File: src/sv/imgdc_pkg.sv
// ============================================================================
// imgdc_pkg
// Shared types and constants for the motion gesture debounce classifier.
// ============================================================================
`default_nettype none

package imgdc_pkg;

  localparam int unsigned AccelW   = 16;
  localparam int unsigned RotW     = 16;
  localparam int unsigned AngleW   = 12;
  localparam int unsigned TiltW    = 11;
  localparam int unsigned TimeW    = 63;
  localparam int unsigned HoldW    = 11;
  localparam int unsigned CountW   = 8;
  localparam int unsigned CfgDataW = 16;
  localparam int unsigned CfgIdxW  = 3;
  localparam int unsigned CoolUsW  = 26;

  localparam int unsigned InDataW  = 128;
  localparam int unsigned InUserW  = 1;
  localparam int unsigned OutDataW = 24;
  localparam int unsigned OutUserW = 3;

  localparam logic [AngleW:0]  DiagRollDdeg   = 13'd750;
  localparam logic [AngleW:0]  SleepyRollDdeg = 13'd1500;
  localparam logic [CountW-1:0] ConfirmCount  = 8'd3;
  localparam logic [HoldW-1:0] HoldShortMs    = 11'd1400;
  localparam logic [HoldW-1:0] HoldLongMs     = 11'd1800;
  localparam logic [CoolUsW-1:0] UsPerMs      = 26'd1000;

  localparam logic [AccelW-1:0]  FreefallReset = 16'd300;
  localparam logic [AccelW-1:0]  ImpactReset   = 16'd2500;
  localparam logic [AccelW-1:0]  PressReset    = 16'd1800;
  localparam logic [RotW-1:0]    ShakeReset    = 16'd2000;
  localparam logic [TiltW-1:0]   TiltReset     = 11'd300;
  localparam logic [CoolUsW-1:0] CoolUsReset   = 26'd3000000;

  typedef enum logic [3:0] {
    GEST_STEADY     = 4'd0,
    GEST_LEFT       = 4'd1,
    GEST_RIGHT      = 4'd2,
    GEST_UP         = 4'd3,
    GEST_DOWN       = 4'd4,
    GEST_UP_LEFT    = 4'd5,
    GEST_UP_RIGHT   = 4'd6,
    GEST_DOWN_LEFT  = 4'd7,
    GEST_DOWN_RIGHT = 4'd8,
    GEST_SHAKE      = 4'd9,
    GEST_SURPRISED  = 4'd10,
    GEST_SLEEPY     = 4'd11,
    GEST_NONE       = 4'd12
  } gesture_e;

  typedef enum logic [1:0] {
    KIND_NONE    = 2'd0,
    KIND_PRESS   = 2'd1,
    KIND_EMOTION = 2'd2
  } kind_e;

  typedef enum logic {
    OP_SAMPLE     = 1'b0,
    OP_COMPLETION = 1'b1
  } opcode_e;

  typedef enum logic [CfgIdxW-1:0] {
    REG_FREEFALL = 3'd0,
    REG_IMPACT   = 3'd1,
    REG_PRESS    = 3'd2,
    REG_SHAKE    = 3'd3,
    REG_TILT     = 3'd4,
    REG_COOLDOWN = 3'd5
  } reg_idx_e;

  typedef struct packed {
    logic [AccelW-1:0]  freefall_limit_mg;
    logic [AccelW-1:0]  impact_limit_mg;
    logic [AccelW-1:0]  press_limit_mg;
    logic [RotW-1:0]    shake_limit_ddps;
    logic [TiltW-1:0]   tilt_limit_ddeg;
    logic [CoolUsW-1:0] cooldown_us;
  } cfg_t;

  typedef struct packed {
    opcode_e              opcode;
    logic [AccelW-1:0]    accel_magnitude_mg;
    logic [RotW-1:0]      rotation_magnitude_ddps;
    logic signed [AngleW-1:0] roll_ddeg;
    logic signed [AngleW-1:0] pitch_ddeg;
    logic                 may_animate;
    logic                 display_busy;
    logic                 was_accepted;
    logic [TimeW-1:0]     time_us;
  } item_t;

  typedef struct packed {
    kind_e            decision_kind;
    logic             emotion_valid;
    logic [3:0]       emotion_code;
    logic [HoldW-1:0] hold_ms;
    logic [3:0]       current_gesture;
  } result_t;

endpackage

`default_nettype wire

File: src/sv/imgdc_cfg.sv
// ============================================================================
// imgdc_cfg
// Threshold and cooldown registers; the cooldown is kept in microseconds.
// ============================================================================
`default_nettype none

module imgdc_cfg (
  input  wire                           clk_i,
  input  wire                           rst_ni,
  input  wire                           cfg_we_i,
  input  wire [imgdc_pkg::CfgIdxW-1:0]  cfg_idx_i,
  input  wire [imgdc_pkg::CfgDataW-1:0] cfg_wdata_i,
  output imgdc_pkg::cfg_t               cfg_o
);
  import imgdc_pkg::*;

  cfg_t cfg_q;
  logic [CoolUsW-1:0] cool_us;

  assign cool_us = CoolUsW'({10'd0, cfg_wdata_i} * UsPerMs);

  always_ff @(posedge clk_i or negedge rst_ni) begin
    if (!rst_ni) begin
      cfg_q.freefall_limit_mg <= FreefallReset;
      cfg_q.impact_limit_mg   <= ImpactReset;
      cfg_q.press_limit_mg    <= PressReset;
      cfg_q.shake_limit_ddps  <= ShakeReset;
      cfg_q.tilt_limit_ddeg   <= TiltReset;
      cfg_q.cooldown_us       <= CoolUsReset;
    end else if (cfg_we_i) begin
      case (cfg_idx_i)
        REG_FREEFALL: cfg_q.freefall_limit_mg <= cfg_wdata_i;
        REG_IMPACT:   cfg_q.impact_limit_mg   <= cfg_wdata_i;
        REG_PRESS:    cfg_q.press_limit_mg    <= cfg_wdata_i;
        REG_SHAKE:    cfg_q.shake_limit_ddps  <= cfg_wdata_i;
        REG_TILT:     cfg_q.tilt_limit_ddeg   <= cfg_wdata_i[TiltW-1:0];
        REG_COOLDOWN: cfg_q.cooldown_us       <= cool_us;
        default: ;
      endcase
    end
  end

  assign cfg_o = cfg_q;

endmodule

`default_nettype wire

File: src/sv/imgdc_classify.sv
// ============================================================================
// imgdc_classify
// Priority-ordered threshold tests that sort one motion sample into a gesture.
// ============================================================================
`default_nettype none

module imgdc_classify (
  input  wire [imgdc_pkg::AccelW-1:0]        accel_i,
  input  wire [imgdc_pkg::RotW-1:0]          rot_i,
  input  wire signed [imgdc_pkg::AngleW-1:0] roll_i,
  input  wire signed [imgdc_pkg::AngleW-1:0] pitch_i,
  input  imgdc_pkg::cfg_t                    cfg_i,
  output imgdc_pkg::gesture_e                gesture_o
);
  import imgdc_pkg::*;

  logic [AngleW:0] abs_roll;
  logic [AngleW:0] abs_pitch;
  logic [AngleW:0] tilt;
  logic            diag;
  logic            roll_neg;

  assign roll_neg  = roll_i[AngleW-1];
  assign abs_roll  = roll_neg ? (AngleW+1)'(-{roll_i[AngleW-1], roll_i})
                              : {1'b0, roll_i};
  assign abs_pitch = pitch_i[AngleW-1] ? (AngleW+1)'(-{pitch_i[AngleW-1], pitch_i})
                                       : {1'b0, pitch_i};
  assign tilt      = (AngleW+1)'(cfg_i.tilt_limit_ddeg);
  assign diag      = (abs_roll > tilt) && (abs_roll < DiagRollDdeg);

  always_comb begin
    if (accel_i < cfg_i.freefall_limit_mg || accel_i > cfg_i.impact_limit_mg ||
        accel_i > cfg_i.press_limit_mg) begin
      gesture_o = GEST_SURPRISED;
    end else if (rot_i > cfg_i.shake_limit_ddps) begin
      gesture_o = GEST_SHAKE;
    end else if (abs_pitch > tilt) begin
      if (!pitch_i[AngleW-1] && pitch_i != '0) begin
        gesture_o = !diag ? GEST_UP : (roll_neg ? GEST_UP_LEFT : GEST_UP_RIGHT);
      end else begin
        gesture_o = !diag ? GEST_DOWN : (roll_neg ? GEST_DOWN_LEFT : GEST_DOWN_RIGHT);
      end
    end else if (abs_roll > SleepyRollDdeg) begin
      gesture_o = GEST_SLEEPY;
    end else if (abs_roll > tilt) begin
      gesture_o = roll_neg ? GEST_LEFT : GEST_RIGHT;
    end else begin
      gesture_o = GEST_STEADY;
    end
  end

endmodule

`default_nettype wire

File: src/sv/imgdc_decide.sv
// ============================================================================
// imgdc_decide
// Debounce state, cooldown timing and the press or emotion decision.
// ============================================================================
`default_nettype none

module imgdc_decide (
  input  wire                 clk_i,
  input  wire                 rst_ni,
  input  wire                 advance_i,
  input  imgdc_pkg::item_t    item_i,
  input  imgdc_pkg::gesture_e gesture_i,
  input  imgdc_pkg::cfg_t     cfg_i,
  output imgdc_pkg::result_t  result_o
);
  import imgdc_pkg::*;

  gesture_e               cand_q, cand_d;
  logic [CountW-1:0]      count_q, count_d;
  logic [TimeW-1:0]       last_q, last_d;
  gesture_e               latest_q, latest_d;

  logic [TimeW:0]         elapsed;
  logic                   cooled;
  logic [CountW-1:0]      next_count;
  logic                   confirmed;
  logic                   press_hit;

  assign elapsed = {1'b0, item_i.time_us} - {1'b0, last_q};
  assign cooled  = !elapsed[TimeW] && (elapsed[TimeW-1:0] >= TimeW'(cfg_i.cooldown_us));

  assign next_count = (gesture_i == cand_q)
                    ? ((count_q == '1) ? count_q : count_q + 1'b1)
                    : CountW'(1);
  assign confirmed  = next_count >= ConfirmCount;
  assign press_hit  = item_i.accel_magnitude_mg > cfg_i.press_limit_mg;

  always_comb begin
    cand_d   = cand_q;
    count_d  = count_q;
    last_d   = last_q;
    latest_d = latest_q;
    result_o = '0;
    if (item_i.opcode == OP_COMPLETION) begin
      if (item_i.was_accepted) begin
        last_d = item_i.time_us;
      end
      cand_d  = GEST_NONE;
      count_d = '0;
    end else begin
      latest_d = gesture_i;
      if (!item_i.may_animate || gesture_i == GEST_STEADY) begin
        cand_d  = GEST_NONE;
        count_d = '0;
      end else begin
        cand_d  = gesture_i;
        count_d = next_count;
        if (press_hit && !item_i.display_busy && cooled) begin
          result_o.decision_kind = KIND_PRESS;
          result_o.hold_ms       = HoldShortMs;
          if (confirmed) begin
            result_o.emotion_valid = 1'b1;
            result_o.emotion_code  = gesture_i;
          end
        end else if (confirmed && !item_i.display_busy && cooled) begin
          result_o.decision_kind = KIND_EMOTION;
          result_o.emotion_valid = 1'b1;
          result_o.emotion_code  = gesture_i;
          result_o.hold_ms = (gesture_i == GEST_SHAKE || gesture_i == GEST_SURPRISED)
                           ? HoldShortMs : HoldLongMs;
        end
      end
    end
    result_o.current_gesture = latest_d;
  end

  always_ff @(posedge clk_i or negedge rst_ni) begin
    if (!rst_ni) begin
      cand_q   <= GEST_NONE;
      count_q  <= '0;
      last_q   <= '0;
      latest_q <= GEST_STEADY;
    end else if (advance_i) begin
      cand_q   <= cand_d;
      count_q  <= count_d;
      last_q   <= last_d;
      latest_q <= latest_d;
    end
  end

endmodule

`default_nettype wire

File: src/sv/imu_gesture_debounce_classifier.sv
// An accepted item is held in the input register and then loaded into the
// result register, from which its result transfers to the output.
// Throughput: one item per cycle unless the output stalls; the input register
// hands over to the result register whenever that one is empty or being taken.
// Reset: asynchronous, active low; it restores the default thresholds, clears
// the candidate, the repeat count, the last accepted timestamp and both stages.
// ============================================================================
// imu_gesture_debounce_classifier
// Motion gesture classifier with three-sample debounce and cooldown control.
// ============================================================================
`default_nettype none

module imu_gesture_debounce_classifier (
  input  wire                            clk_i,
  input  wire                            rst_ni,
  input  wire                            cfg_we_i,
  input  wire [imgdc_pkg::CfgIdxW-1:0]   cfg_idx_i,
  input  wire [imgdc_pkg::CfgDataW-1:0]  cfg_wdata_i,
  input  wire                            s_axis_tvalid,
  output logic                           s_axis_tready,
  // accel_magnitude_mg, rotation_magnitude_ddps, roll_ddeg, pitch_ddeg,
  // may_animate, display_busy, was_accepted, time_us, zero padding
  input  wire [imgdc_pkg::InDataW-1:0]   s_axis_tdata,
  // opcode
  input  wire [imgdc_pkg::InUserW-1:0]   s_axis_tuser,
  output logic                           m_axis_tvalid,
  input  wire                            m_axis_tready,
  // emotion_code, hold_ms, current_gesture, zero padding
  output logic [imgdc_pkg::OutDataW-1:0] m_axis_tdata,
  // decision_kind, emotion_valid
  output logic [imgdc_pkg::OutUserW-1:0] m_axis_tuser
);
  import imgdc_pkg::*;

  cfg_t     cfg;
  item_t    item_q, item_d;
  logic     in_valid_q;
  logic     out_valid_q;
  result_t  res_q, res_d;
  gesture_e gesture;
  logic     advance;
  logic     take_in;

  assign advance       = in_valid_q && (!out_valid_q || m_axis_tready);
  assign s_axis_tready = !in_valid_q || advance;
  assign take_in       = s_axis_tvalid && s_axis_tready;

  assign item_d.opcode                  = opcode_e'(s_axis_tuser[0]);
  assign item_d.accel_magnitude_mg      = s_axis_tdata[15:0];
  assign item_d.rotation_magnitude_ddps = s_axis_tdata[31:16];
  assign item_d.roll_ddeg               = s_axis_tdata[43:32];
  assign item_d.pitch_ddeg              = s_axis_tdata[55:44];
  assign item_d.may_animate             = s_axis_tdata[56];
  assign item_d.display_busy            = s_axis_tdata[57];
  assign item_d.was_accepted            = s_axis_tdata[58];
  assign item_d.time_us                 = s_axis_tdata[121:59];

  imgdc_cfg u_cfg (
    .clk_i       (clk_i),
    .rst_ni      (rst_ni),
    .cfg_we_i    (cfg_we_i),
    .cfg_idx_i   (cfg_idx_i),
    .cfg_wdata_i (cfg_wdata_i),
    .cfg_o       (cfg)
  );

  imgdc_classify u_classify (
    .accel_i   (item_q.accel_magnitude_mg),
    .rot_i     (item_q.rotation_magnitude_ddps),
    .roll_i    (item_q.roll_ddeg),
    .pitch_i   (item_q.pitch_ddeg),
    .cfg_i     (cfg),
    .gesture_o (gesture)
  );

  imgdc_decide u_decide (
    .clk_i     (clk_i),
    .rst_ni    (rst_ni),
    .advance_i (advance),
    .item_i    (item_q),
    .gesture_i (gesture),
    .cfg_i     (cfg),
    .result_o  (res_d)
  );

  always_ff @(posedge clk_i or negedge rst_ni) begin
    if (!rst_ni) begin
      in_valid_q  <= 1'b0;
      out_valid_q <= 1'b0;
    end else begin
      if (take_in) begin
        in_valid_q <= 1'b1;
      end else if (advance) begin
        in_valid_q <= 1'b0;
      end
      if (advance) begin
        out_valid_q <= 1'b1;
      end else if (m_axis_tready) begin
        out_valid_q <= 1'b0;
      end
    end
  end

  always_ff @(posedge clk_i) begin
    if (take_in) begin
      item_q <= item_d;
    end
    if (advance) begin
      res_q <= res_d;
    end
  end

  assign m_axis_tvalid = out_valid_q;
  assign m_axis_tdata  = {5'd0, res_q.current_gesture, res_q.hold_ms, res_q.emotion_code};
  assign m_axis_tuser  = {res_q.emotion_valid, res_q.decision_kind};

  assert property (@(posedge clk_i) disable iff (!rst_ni)
    m_axis_tvalid && m_axis_tuser[2] |-> m_axis_tuser[1:0] != KIND_NONE)
    else $error("emotion flagged without a decision");

  assert property (@(posedge clk_i) disable iff (!rst_ni)
    m_axis_tvalid && m_axis_tuser[1:0] == KIND_NONE |-> res_q.hold_ms == '0)
    else $error("hold time set without a decision");

  assert property (@(posedge clk_i) disable iff (!rst_ni)
    !s_axis_tready |-> in_valid_q && out_valid_q && !m_axis_tready)
    else $error("input stalled while the pipeline could move");

  assert property (@(posedge clk_i) disable iff (!rst_ni)
    advance |=> m_axis_tvalid)
    else $error("advanced item did not reach the result register");

endmodule

`default_nettype wire
File: config.mk
export PLATFORM = sky130hd
export DESIGN_NAME = imu_gesture_debounce_classifier
export DESIGN_NICKNAME = d
export VERILOG_FILES = /design/src/sv/imgdc_pkg.sv /design/src/sv/imgdc_cfg.sv /design/src/sv/imgdc_classify.sv /design/src/sv/imgdc_decide.sv /design/src/sv/imu_gesture_debounce_classifier.sv
export SDC_FILE = /design/constraint.sdc
export NUM_CORES = 1
export LEC_CHECK = 0
export ABC_AREA = 1
export ABC_CLOCK_PERIOD_IN_PS = 3200
export BUFFER_PORTS_ARGS = -buffer_cell sky130_fd_sc_hd__buf_4
export CAP_MARGIN = 5
export CORE_MARGIN = 4
export CORE_UTILIZATION = 55
export DETAILED_ROUTE_END_ITERATION = 8
export PLACE_DENSITY = 0.89
export SYNTH_ARGS = -nofsm -noshare
export SYNTH_HDL_FRONTEND = slang
export SYNTH_SLANG_ARGS = --single-unit
export TNS_END_PERCENT = 20
File: constraint.sdc
create_clock -name clk_i -period 3.2 [get_ports clk_i]
set_input_delay 0.32 -clock clk_i [delete_from_list [all_inputs] [get_ports clk_i]]
set_output_delay 0.32 -clock clk_i [all_outputs]
set_load 0.01 [all_outputs]
==> results.md <==
- In this run the worst path has a maximum fanout of 7.
- The origin of the worst setup path is item_q[12].
- The maximum number of pins on one net before global-route repair is 74.
- The sort of element at the end of the critical path is a flip-flop.
- Cell internal power was estimated by the tool at 14.4 mW.
- Of the cells placed in the final design, the portion with a size suffix greater than 1 is a little over a quarter.
- The final-layout worst hold slack is 0.0228 ns.
- The critical register-to-register path endpoint is m_axis_tdata[10].
- The portion of total power attributed to the clock network is 18.0%.
- After synthesis, the netlist uses 56 different library cells.
- The floorplan step defined a core boundary enclosing 39,900 um^2.
- The sink of the worst hold path is m_axis_tvalid.
- The count of buffers added on input and output ports is 166.
- The starting utilization of the core area is 56.0%.
- Of all flip-flops after synthesis, the portion carrying an async set or reset was 56.6%.
- The first TritonRoute pass finished after 6 iterations.
- The count of state elements after synthesis is 316.
- After synthesis, the mean cell area works out to 8.16 um^2.
- The class of the most critical setup path is reg2reg.
- The height of the die is about 210 um.
- At the end of routability-driven placement, the weighted congestion stood at 1.01.
- In this run the core area contains 73 standard-cell rows.
- Traced cell by cell, the critical path runs through ha_1 -> a21oi_2 -> o21ai_0 -> a21oi_1 -> o21ai_4 -> nand2_1 -> nand2_2 -> xor2_2 -> ha_1 -> buf_6 -> nand4_1 -> nor3_1 -> nand4_1 -> nand3_4 -> nor2_4 -> a21oi_4 -> nand4_4 -> o21ai_2.
- Measured in cells, the most critical reg-to-reg path has a length of 18.
- The biggest cell delay along the critical path is 0.47 ns.
- The slack of the critical path is -0.914 ns.
- In this run the power spent charging and discharging nets is 10.3 mW.
- The minimum period implied by the final worst setup slack is 4.11 ns.
- The number of fill cells is 2,420.
- The number of global-route vias before repair is 23,603.
- Measured along the x axis, the die boundary spans roughly 210 um.
- Net switching is 41.6% of the power.
- The TritonCTS buffer count is 36.
- The number of sinks handled by clock tree synthesis is 316.
- The number of remaining DRC errors is 0.
- The relative slew slack is 24.1%.
- The net count of the finished layout is 3,942.
- The leftover overflow at the end of global routing is 0.
- The sum of negative setup slack is -23.82 ns.
- On the critical path, the stage with the largest delay is an instance of edfxtp_1.
- The root cell of the clock tree is clkbuf_16.
- The first-pass GRT wire length is 121 mm.
- The estimated wirelength of the detail-placed design is 54.3 mm.
- On the critical path the largest part of the delay comes from simple AND/OR/NAND/NOR gates.
- In the final routed layout, each cell accounts on average for 19.5 um.
- The leakage power is ~15 nW.
- Data arrives at the worst endpoint at 4.54 ns.
- The number of placed instances with taps included is 3,844.
- The clock transition at the registers of the reported paths is 0.06 ns.
- The number of synthesized flops with an enable pin is 137.
- Derived from the worst setup path, the maximum achievable clock frequency is 243 MHz.
- The worst-case register-to-register setup slack is -0.91 ns.
- The kind of start point of the critical path is a flip-flop.
- Across every metal layer, demand over resource in global routing totals about 34%.
- Summing every instance area after synthesis gives 22,300 um^2.
- The worst hold path begins at m_axis_tready.
- The share of synthesized area occupied by flip-flops and latches is approximately 39%.
- Of the total synthesized cell area, the portion taken by XOR and XNOR cells is 2.62%.
- The worst hold path was traced through 4 stages.
- 182 I/O pins were placed.
- The area of the die is 43,900 um^2.
- The portion of the clock cycle consumed by the worst path in the final layout is 129%.
- The final hold violation count is 0.
- The combinational family with the most area after synthesis is simple AND/OR/NAND/NOR gates.
- Of the post-synthesis cell area, the part taken by muxes is 0%.
- Together, buffers and inverters on the worst path number 1.
- The max-slew violation count is 0.
- The worst min-delay path class is in2reg.
- In this run the deepest clock path goes through 3 buffers.
- At the later pin of the worst-skew pair, clock insertion delay measures 0.57 ns.
- On the final layout, the worst clock skew is 0.0240 ns.
- The area share of the leading cell type in the synthesized netlist is 18.4%.
- The final count of negative-setup-slack endpoints is between 40 and 50.
- The average via count per standard cell is 5.67.
- TritonCTS built the clock tree.
- Relative to the synthesized area, the layout overhead comes to 39.6%.
- The final reports fail on negative setup slack.
- The count of cells in the finished layout, fillers not included, comes to a little over 4,000.
- The pin slew with the least headroom to its limit is between 1 and 1.5 ns.
- The H-tree was split into 2 levels.
- STA puts the critical path data required time at 3.62 ns.
- Setup repair after global routing could not meet its margin everywhere.
- The flip-flop cell with the highest count after synthesis is dfrtp_1.
- The beginning of the worst register-to-register path is item_q[12].
- The total number of yosys warnings is 0.
- Across the run, the number of max-cap violations was 0.
- The library cell occupying the most area in the post-synthesis netlist is edfxtp_1.
- In the post-synthesis netlist, the cell with the most instances is nand2_1.
- The number of vias in the routed layout is 23,022.
- The power per unit of standard cell area is 792 nW/um^2.
- The post-synthesis share of cell area spent on and, or, nand and nor gates is 20.7%.
- The maximum vdd ir drop is 0.601 mV.
- The share of total power dissipated in combinational logic is between 50% and 60%.
- The instance count of the mapped netlist is 2,736.
- After Yosys synthesis, full adders, half adders and majority gates account for 17.6% of the synthesized area.
- The share of the synthesized area in compound gates (AO/OA/AOI/OAI) is between 10% and 20%.
- The run finished, with violations left.
- The initial antenna violation count was 0.
- The commonest cells after synthesis are nand2_1, inv_1, nor2_1.
- The detailed-route wire length is approximately 80 mm.
- Registers are responsible for 22.3% of the overall power.
- The count of nets left with antenna violations once routing finished came out at 0.
- In the post-synthesis netlist, the biggest area contributors are edfxtp_1, dfrtp_1, ha_1, nand2_1, inv_1.
- The violation count after the first detailed-route iteration is 2,187.
## cells in the final DEF (no fill, tap or decap), types with 13 or more instances in the layout
cell type      instances
nor2_1               294
ha_1                 208
edfxtp_1             137
o21ai_2               14
a21oi_2               19
o21ai_0              170
dfrtp_1              144
buf_4                623
nand4_1               34
inv_2                 19
o21ai_1               27
nand2_2               42
o21a_1                13
xor2_1                33
nand3_1              116
ha_4                  16
nor3_1                13
dfstp_2               35
a21oi_1              200
buf_6                 17
clkbuf_16             36
xnor2_1               23
dlygate4sd3_1        124
fa_1                  54
nor2_2                19
nand2_1              523
inv_1                393
## power groups by stage
| stage | Clock [mW] | Combinational, mW | Sequential (mW) |
|---|---|---|---|
| floorplan | 0 | 6.93 | 5.41 |
| global placement | 0 | 11.9 | 5.48 |
| detailed placement | 0 | 12.5 | 5.52 |
| CTS | 4.42 | 13.6 | 5.46 |
| global route | 4.62 | 15.9 | 5.55 |
| finish | 4.44 | 14.8 | 5.50 |
## state kept, by name, indices dropped and copies added (netlist names)
signal,count
item_q,123
u_decide.latest_q,4
u_decide.last_q,63
u_cfg.cfg_o,98
u_decide.count_q,8
in_valid_q,1
m_axis_tvalid,1
m_axis_tuser,3
u_decide.cand_q,4
m_axis_tdata,11
## layout make-up
| class | instances | area [um^2] | area share, % |
|---|---|---|---|
| repair buffers | 772 | 6260 | 20.1 |
| multi-input cells | 1967 | 12800 | 41.1 |
| flip-flops and latches | 316 | 8640 | 27.7 |
| well taps | 525 | 657 | 2.11 |
| clock inverters | 24 | 304 | 0.975 |
| diodes | 1 | 2.50 | 0.00803 |
| clock buffers | 42 | 943 | 3.03 |
| inverters | 414 | 1560 | 5.00 |
## cells by family (layout without fill, tap and decap cells)
logic type / count (synthesis) / in the layout
adder cells (fa/ha/maj): 282 / 282
AO/OA/AOI/OAI: 507 / 507
other: 1 / 10
buffers and inverters: 461 / 1252
flip-flops: 316 / 316
XOR/XNOR: 66 / 66
AND/OR/NAND/NOR: 1103 / 1103
## worst reg2reg max path, delay by kind of cell (launching register included)
family          cells  cell delay (ns)
flops               1             0.47
xor+xnor            1             0.19
fa+ha+maj           2             0.74
compound gates      6             1.16
simple gates        8             1.31
buf+inv             1             0.11
## routing by layer
metal | global-route usage (%) | part of all wire, %
met1 | 42.1 | 38
met3 | 4.44 | 7.1
met2 | 60.7 | 50
met5 | 0 | 0
met4 | 14.2 | 5.6
## repair_timing
action | CTS | global route
hold buffers | 124 | 0
setup endpoints to repair | 42 | 45
resized for setup | 146 | 63
endpoints found under the hold margin | 189 | 0
pin swaps | 67 | 58
setup buffers | 14 | 12
## worst max path at each step
stage	end	cells past startpoint
CTS	u_cfg.cfg_o[25]	23
global placement	u_cfg.cfg_o[25]	23
finish	m_axis_tdata[10]	18
detailed placement	u_cfg.cfg_o[22]	20
floorplan	u_cfg.cfg_o[25]	22
global route	m_axis_tdata[10]	24
## metrics by stage
stage               power, mW  worst slack, ns  util [%]  cell area, um^2
CTS                      23.5           -0.693      77.3            30800
global placement         17.3            -1.27      69.2            27600
detailed placement       18.0            -1.41      69.2            27600
global route             26.1            -1.09      78.1            31200
finish                   24.7           -0.914      78.1            31200
floorplan                12.3            -1.02         -            22400
(Power assumes the default switching activity.)
